===== src/hw/rtl/tswp_pkg.sv =====
`default_nettype none
package tswp_pkg;

   // defaults of the top level parameters
   localparam int SAMPLE_BITS_DEF = 16;
   localparam int MATERIALS_DEF   = 4;

   localparam int NUM_MAT    = 4;
   localparam int RECIP_BITS = 16;
   localparam int PRIO_BITS  = 3;

   // Q1.16 fixed point for t, smoothstep and falloffs
   localparam logic [16:0] Q16_ONE   = 17'h10000;
   localparam logic [17:0] Q16_THREE = 18'd196608;

   // priority boost (10 + p) / 10, the divide as a reciprocal multiply
   localparam logic [4:0]  PRIO_BASE   = 5'd10;
   localparam logic [23:0] DIV10_MUL   = 24'd13421773;
   localparam int          DIV10_SHIFT = 27;

   localparam int W_BITS     = 17;
   localparam int TOTAL_BITS = 19;
   localparam int NUM_BITS   = 25;
   localparam logic [TOTAL_BITS-1:0] SUM_MIN = 19'd7;
   localparam logic [7:0] BYTE_MAX = 8'd255;

   // register kind, paddr bit 3
   localparam logic REG_HEIGHT = 1'b0;
   localparam logic REG_SLOPE  = 1'b1;

   localparam int LANE_LAT = 9;
   localparam int NORM_LAT = 9;

   function automatic int tswp_latency(input int sb);
      return 3 + (sb + 1) + LANE_LAT + 1 + NORM_LAT + 1;
   endfunction

endpackage
`default_nettype wire


===== src/hw/rtl/tswp_norm.sv =====
`default_nettype none
module tswp_norm (
   input  wire logic                                clock,
   input  wire logic [tswp_pkg::W_BITS-1:0]         weight,
   input  wire logic [tswp_pkg::TOTAL_BITS-1:0]     total,
   output logic      [7:0]                          byte_out
);
   localparam int NB = tswp_pkg::NUM_BITS;
   localparam int DB = tswp_pkg::TOTAL_BITS + 7;

   logic [NB-1:0] rem_ff [0:8];
   logic [NB-1:0] rem_in [0:8];
   logic [tswp_pkg::TOTAL_BITS-1:0] den_ff [0:7];
   logic [tswp_pkg::TOTAL_BITS-1:0] den_in [0:7];
   logic [7:0] q_ff [0:8];
   logic [7:0] q_in [0:8];
   logic small_ff [0:8];
   logic small_in [0:8];
   logic [7:0] sbyte_ff [0:8];
   logic [7:0] sbyte_in [0:8];

   logic [NB-1:0] num;
   logic [DB-1:0] dsh;

   always_comb begin
      // weight * 255 as a shift and subtract
      num = ({weight, 8'd0}) - NB'(weight);
      rem_in[0]   = num;
      den_in[0]   = total;
      q_in[0]     = '0;
      small_in[0] = total < tswp_pkg::SUM_MIN;
      sbyte_in[0] = (num[NB-1:16] > 9'(tswp_pkg::BYTE_MAX)) ?
                    tswp_pkg::BYTE_MAX : num[23:16];
      dsh = '0;
      // restoring divide, one quotient bit a stage, msb first
      for (int s = 1; s <= 8; s++) begin
         dsh = DB'(den_ff[s-1]) << (8 - s);
         if (DB'(rem_ff[s-1]) >= dsh) begin
            rem_in[s] = rem_ff[s-1] - NB'(dsh);
            q_in[s]   = q_ff[s-1] | (8'd1 << (8 - s));
         end else begin
            rem_in[s] = rem_ff[s-1];
            q_in[s]   = q_ff[s-1];
         end
         small_in[s] = small_ff[s-1];
         sbyte_in[s] = sbyte_ff[s-1];
         if (s < 8) den_in[s] = den_ff[s-1];
      end
   end

   always_ff @(posedge clock) begin
      for (int s = 0; s <= 8; s++) begin
         rem_ff[s]   <= rem_in[s];
         q_ff[s]     <= q_in[s];
         small_ff[s] <= small_in[s];
         sbyte_ff[s] <= sbyte_in[s];
      end
      for (int s = 0; s <= 7; s++) den_ff[s] <= den_in[s];
   end

   assign byte_out = small_ff[8] ? sbyte_ff[8] : q_ff[8];

endmodule
`default_nettype wire


===== config.mk =====
export PLATFORM = sky130hd
export DESIGN_NAME = tswp_norm
export DESIGN_NICKNAME = d
export VERILOG_FILES = /design/src/hw/rtl/tswp_pkg.sv /design/src/hw/rtl/tswp_norm.sv
export SDC_FILE = /design/constraint.sdc
export NUM_CORES = 1
export LEC_CHECK = 0
export BUFFER_PORTS_ARGS = -buffer_cell sky130_fd_sc_hd__buf_2
export CORE_ASPECT_RATIO = 0.9
export CORE_MARGIN = 2
export CORE_UTILIZATION = 40
export CTS_CLUSTER_DIAMETER = 60
export DETAILED_ROUTE_END_ITERATION = 10
export GPL_TIMING_DRIVEN = 0
export PLACE_DENSITY = 0.56
export RECOVER_POWER = 100
export SYNTH_ARGS = -nofsm -noshare
export SYNTH_HDL_FRONTEND = slang
export SYNTH_SLANG_ARGS = --single-unit

===== constraint.sdc =====
create_clock -name clock -period 3.1 [get_ports clock]
set_input_delay 0.62 -clock clock [delete_from_list [all_inputs] [get_ports clock]]
set_output_delay 0.62 -clock clock [all_outputs]
set_load 0.02 [all_outputs]

; ---- Yosys cells after proc, flatten, opt, wreduce, memory -nomap -nowiden
; Memory sizes are Yosys's and may differ from the RTL's.
; Cells that the tools add are included.
[word_totals]
output_inout_bits = 8
input_bits = 37
n_memories = 5
register_bits = 0
ramBits = 530
[memory_table]
columns = name, depth, word_bits, read_ports, rd_ports_with_merged_regs, write_ports, line_no
row1 = rem_ff, 9, 25, 8, 0, 9, tswp_norm.sv:11  ; logic [NB-1:0] rem_ff [0:8];
row2 = den_ff, 8, 19, 8, 0, 8, tswp_norm.sv:13  ; logic [tswp_pkg::TOTAL_BITS-1:0] den_ff [0:7];
row3 = q_ff, 9, 8, 9, 0, 9, tswp_norm.sv:15  ; logic [7:0] q_ff [0:8];
row4 = sbyte_ff, 9, 8, 9, 0, 9, tswp_norm.sv:19  ; logic [7:0] sbyte_ff [0:8];
row5 = small_ff, 9, 1, 9, 0, 9, tswp_norm.sv:17  ; logic small_ff [0:8];
[classes]
addsub = 9
mux = 18
order_cmp = 10
[op_table]
columns = cell, count
row1 = 2-to-1 mux 25 bit, 8
row2 = subtractor 25 bit, 2
row3 = >= comparator 25 x 26 -> 1 bit, 1
row4 = >= comparator 25 x 19 -> 1 bit, 1
row5 = >= comparator 25 x 20 -> 1 bit, 1
row6 = >= comparator 25 x 21 -> 1 bit, 1
row7 = >= comparator 25 x 22 -> 1 bit, 1
row8 = >= comparator 25 x 23 -> 1 bit, 1
row9 = >= comparator 25 x 24 -> 1 bit, 1
row10 = >= comparator 25 bit, 1
row11 = subtractor 25 x 17 -> 25 bit, 1
row12 = subtractor 25 x 19 -> 25 bit, 1
row13 = subtractor 25 x 20 -> 25 bit, 1
row14 = subtractor 25 x 21 -> 25 bit, 1
row15 = subtractor 25 x 22 -> 25 bit, 1
row16 = subtractor 25 x 23 -> 25 bit, 1
row17 = subtractor 25 x 24 -> 25 bit, 1
row18 = 2-to-1 mux 8 bit, 3
row19 = less-than comparator 19 x 3 -> 1 bit (second input constant), 1
row20 = > comparator 9 x 8 -> 1 bit (second input constant), 1
row21 = 2-to-1 mux 7 bit, 1
row22 = 2-to-1 mux 6 bit, 1
row23 = 2-to-1 mux 5 bit, 1
row24 = 2-to-1 mux 4 bit, 1
row25 = other kinds (3), 3

; ---- Longest topological paths before layout
[depth]
ltp_word = 3
mapped_depth = 15
depth_no_buf = 14

; ---- Worst setup path before layout
; Ideal clock, no wire load.
[synth_timing]
kind = register -> register
startpoint = memory den_ff[1][40] in the netlist's numbering
endpoint = memory rem_ff[0][193] in the netlist's numbering
t_arrival_ns = 2.746
required_time_ns = 2.973
path_stages_with_launch = 14
slack_ns = 0.227
period_less_slack_ns = 2.873
setup_time_ns = 0.127
path_cell_list = dfxtp_1 -> inv_1 -> ha_1 -> nor2b_1 -> o21a_1 -> o21a_1 -> o31a_1 -> o41ai_4 -> o21a_2 -> and3_1 -> buf_6 -> inv_4 -> and4b_1 -> or3_1
[synth_lines]
columns = element, line_no
row1 = "start, declared", tswp_norm.sv:13
row2 = "end, declared", tswp_norm.sv:11

==> impl_results.md <==
- CP arrival: 3.47 ns
- GRT overflow: 0
- DIE WIDTH: 234.4 microns
- Dpl ws: -0.4867 ns
- Worst Hold Class: in -> reg
- Drt pass-1 iters: 6
- # Max-Cap Violations: 0
- Final hold vios: 0
- Syn_area_per_cell: 9.847 sq um
- Synthesized netlist cell count: 1940
- H-tree level count: 2
- Die area: 49520 sq um
- Worst path most repeated cell: o21a_1
- TritonCTS Buffers: 47
- Clock Skews: 0.02200 ns
- Fill count: 4411
- CTS clock-pin slew for the worst setup and hold paths: 0.06 ns
- Layout area overhead: 15.98%
- RSZ-0062 raised after global routing: yes
- Skew-Pair Late Insertion Delay: 0.58 ns
- CTS tree: built
- Cell row count: 75
- Boundary Pins: 45
- Ratio of final minimum period to clock period: 0.9721
- Total routed wirelength: 42940 microns
- Final worst setup slack: 0.08636 ns
- Main synth FF type: dfxtp_1
- Final min period: 3.014 ns
- Rel. slew slack: 0.3805
- Outcome: complete, no violations
- Worst endpoint required time: 3.56 ns
- Power share of the clock group: 0.254
- Startpoint class of the critical path: flop
- Clk root buf: clkbuf_16
- Placer congestion estimate: 0.9533
- Sw frac: 0.3476
- Crit. End Element: flop
- Setup TNS: 0 ns
- Core region area: 46920 sq um
- Startpoint of the worst setup timing path: rem_ff[0][151]
- Combinational Power Share: 0.385
- Top fanout value on the critical path: 6
- Initial antenna violation count: 0
- Drt wl/cell: 15.89 microns
- Asr flop ratio synth: 0
- Fmax: 331.8 MHz
- Net Sw Power: 7988 uW
- Synth unique cells: 67
- Global-route wire length before repair: 68330 microns
- Port bufs: 44
- Dpl hpwl: 33860 microns
- Post-Syn Area: 19100 sq um
- DRC Markers: 0
- Synth warn: 0
- Largest stage delay on the critical path: 0.38 ns
- Sequential area share after synthesis: 0.4915
- #FFs+latches synth: 469
- CP Class: reg -> reg
- Antenna cells: 0
- Power Dens Cells: 1037 nW/um^2
- Vias in the first global route: 13205
- Final setup fails: 0
- Worst reg2reg startpoint: rem_ff[0][151]
- HP Start: total[18]
- Die height: 211.3 microns
- Post-Syn Nets: 2145
- Pin count of the biggest net entering global routing: 16
- Maximum clock path buffer count: 3
- Total number of vias: 13336
- CP delay by family, top: compound AO/OA/AOI/OAI gates
- Initial core utilization: 0.4071
- Post-synth EDFFs: 0
- Nets: 2253
- Peak supply drop: 0.4558 mV
- Pleak: 0.009982 uW
- CP bufs+invs: 4
- CTS sink cnt: 469
- Antenna-violating nets left: 0
- Crit-path slowest cell: fa_2
- GRT Util Overall: 0.1740
- Flop pwr share: 0.361
- Worst slew pin tran: 0.9208 ns
- Via density: 4.934
- Cell chain of the critical path: inv_2 > ha_4 > fa_2 > nor2b_1 > o21a_1 > o21a_1 > o31a_1 > o41ai_4 > o21a_2 > and3_4 > buf_8 > clkinv_8 > buf_6 > o21ai_1 > or3_1
- Slew Limit Fails: 0
- First DRT Iteration DRCs: 689
- Cell-internal power: 14990 uW
- Share of cells above drive strength 1: 0.1150
==> path summary, 6_finish.rpt <==
kind	to	slack, ns	cells after the start
worst max-delay path	rem_ff[0][193]	0.09	15
worst min-delay path	den_ff[0][18]	0.17	1
worst max register to register	rem_ff[0][193]	0.09	15
worst min register to register	sbyte_ff[0][17]	0.31	0
==> worst reg2reg max path, cell delays in order, from the launching register on <==
cell,delay (ns)
dfxtp_2,0.33
inv_2,0.04
ha_4,0.16
fa_2,0.38
nor2b_1,0.16
o21a_1,0.18
o21a_1,0.17
o31a_1,0.25
o41ai_4,0.11
o21a_2,0.21
and3_4,0.17
buf_8,0.13
clkinv_8,0.07
buf_6,0.12
o21ai_1,0.06
or3_1,0.36
==> layout by cell type (no fill, tap or decap), types with 7 or more instances in the layout <==
cell type  instances
nor3_1            30
a21o_1            57
a211oi_1           9
dfxtp_1          466
xor2_1            56
a21oi_1          128
and2_1             7
inv_1            201
nor4_1            21
a31oi_1           10
clkbuf_8          10
o21a_1            19
nor2b_1           26
or3_1             11
o21bai_1          13
clkinv_2           7
mux2_2            41
xnor2_1           82
clkbuf_16         47
nor2_1           119
buf_4             21
nand2b_1          28
buf_2             25
nand4_1           22
clkbuf_1          36
nand2_1          120
and3_1             9
o21ai_0          110
ha_1             157
nand3_1           21
or2_2              8
==> state kept, by name (all words and copies together) (netlist names) <==
register and count:
den_ff 152, rem_ff 200, small_ff 9, sbyte_ff 72
q_ff 36
==> per-layer routing <==
layer	vias to the layer above	GRT usage	part of all wire
met5	-	0	0
met4	0	0.06463	0.033
met3	104	0.02842	0.034
met2	237	0.2983	0.47
met1	6129	0.2196	0.46
li1	6866	-	-
==> synth_stat cells (all sizes together) (13+ instances only) <==
cell | n | area [sq um]
a211oi | 14 | 110.1
a21o | 58 | 435.4
a21oi | 133 | 665.6
a31oi | 15 | 93.84
clkbuf | 20 | 75.07
dfxtp | 469 | 9389
ha | 161 | 2014
inv | 204 | 768.2
mux2 | 46 | 518.0
nand2 | 121 | 454.2
nand2b | 28 | 175.2
nand3 | 21 | 105.1
nand4 | 22 | 137.6
nor2 | 119 | 446.7
nor2b | 27 | 168.9
nor3 | 30 | 150.1
nor4 | 22 | 137.6
o21a | 20 | 151.4
o21ai | 117 | 585.6
o21bai | 13 | 97.59
xnor2 | 82 | 718.2
xor2 | 56 | 490.5
==> power groups by stage <==
stage	clock network, uW	logic (uW)	registers, uW
2_1_floorplan	0	6640	8060
3_3_place_gp	0	8210	8410
3_5_place_dp	0	8300	8420
4_1_cts	5990	8590	8300
5_1_grt	6230	9930	8450
6_report	5830	8850	8300
==> kinds of logic after synthesis <==
logic type | count (synthesis) | synth area share
AO/OA/AOI/OAI | 435 | 0.1421
XOR/XNOR | 138 | 0.06327
adder cells (fa/ha/maj) | 168 | 0.1128
buffers and inverters | 231 | 0.04663
flip-flops | 469 | 0.4915
multiplexers | 50 | 0.02921
AND/OR/NAND/NOR | 449 | 0.1146
==> cell type report <==
type | instances | area (sq um) | area share
sequential | 469 | 9393 | 0.4239
multi-input combinational | 1240 | 9082 | 0.4099
clock buffer | 68 | 1355 | 0.06116
inverter | 204 | 778.2 | 0.03513
tap | 616 | 770.7 | 0.03479
timing repair buffer | 61 | 325.3 | 0.01468
clock inverter | 20 | 281.5 | 0.01271
buffer | 25 | 170.2 | 0.007680
==> per-stage QoR <==
step / util / hold slack [ns] / area (sq um) / power, uW / std cells
6_report: 0.4722 / 0.1723 / 22160 / 22980 / 2703
5_1_grt: 0.4722 / 0.1480 / 22160 / 24600 / 2703
2_1_floorplan: - / 0.3096 / 19100 / 14690 / 1940
4_1_cts: 0.4672 / 0.1452 / 21920 / 22880 / 2693
3_3_place_gp: 0.4283 / 0.3102 / 20090 / 16620 / 2600
3_5_place_dp: 0.4283 / 0.3121 / 20090 / 16720 / 2600
==> what timing repair did <==
| item | in CTS | in global routing |
|---|---|---|
| pin swaps | 9 | 12 |
| buffers inserted | 6 | 11 |
| hold endpoints to repair | 0 | 0 |
| setup endpoints to repair | 127 | 122 |
| hold buffers | 0 | 0 |
| gates resized for setup | 47 | 52 |
No activity file was read; power rests on OpenSTA's default activity.
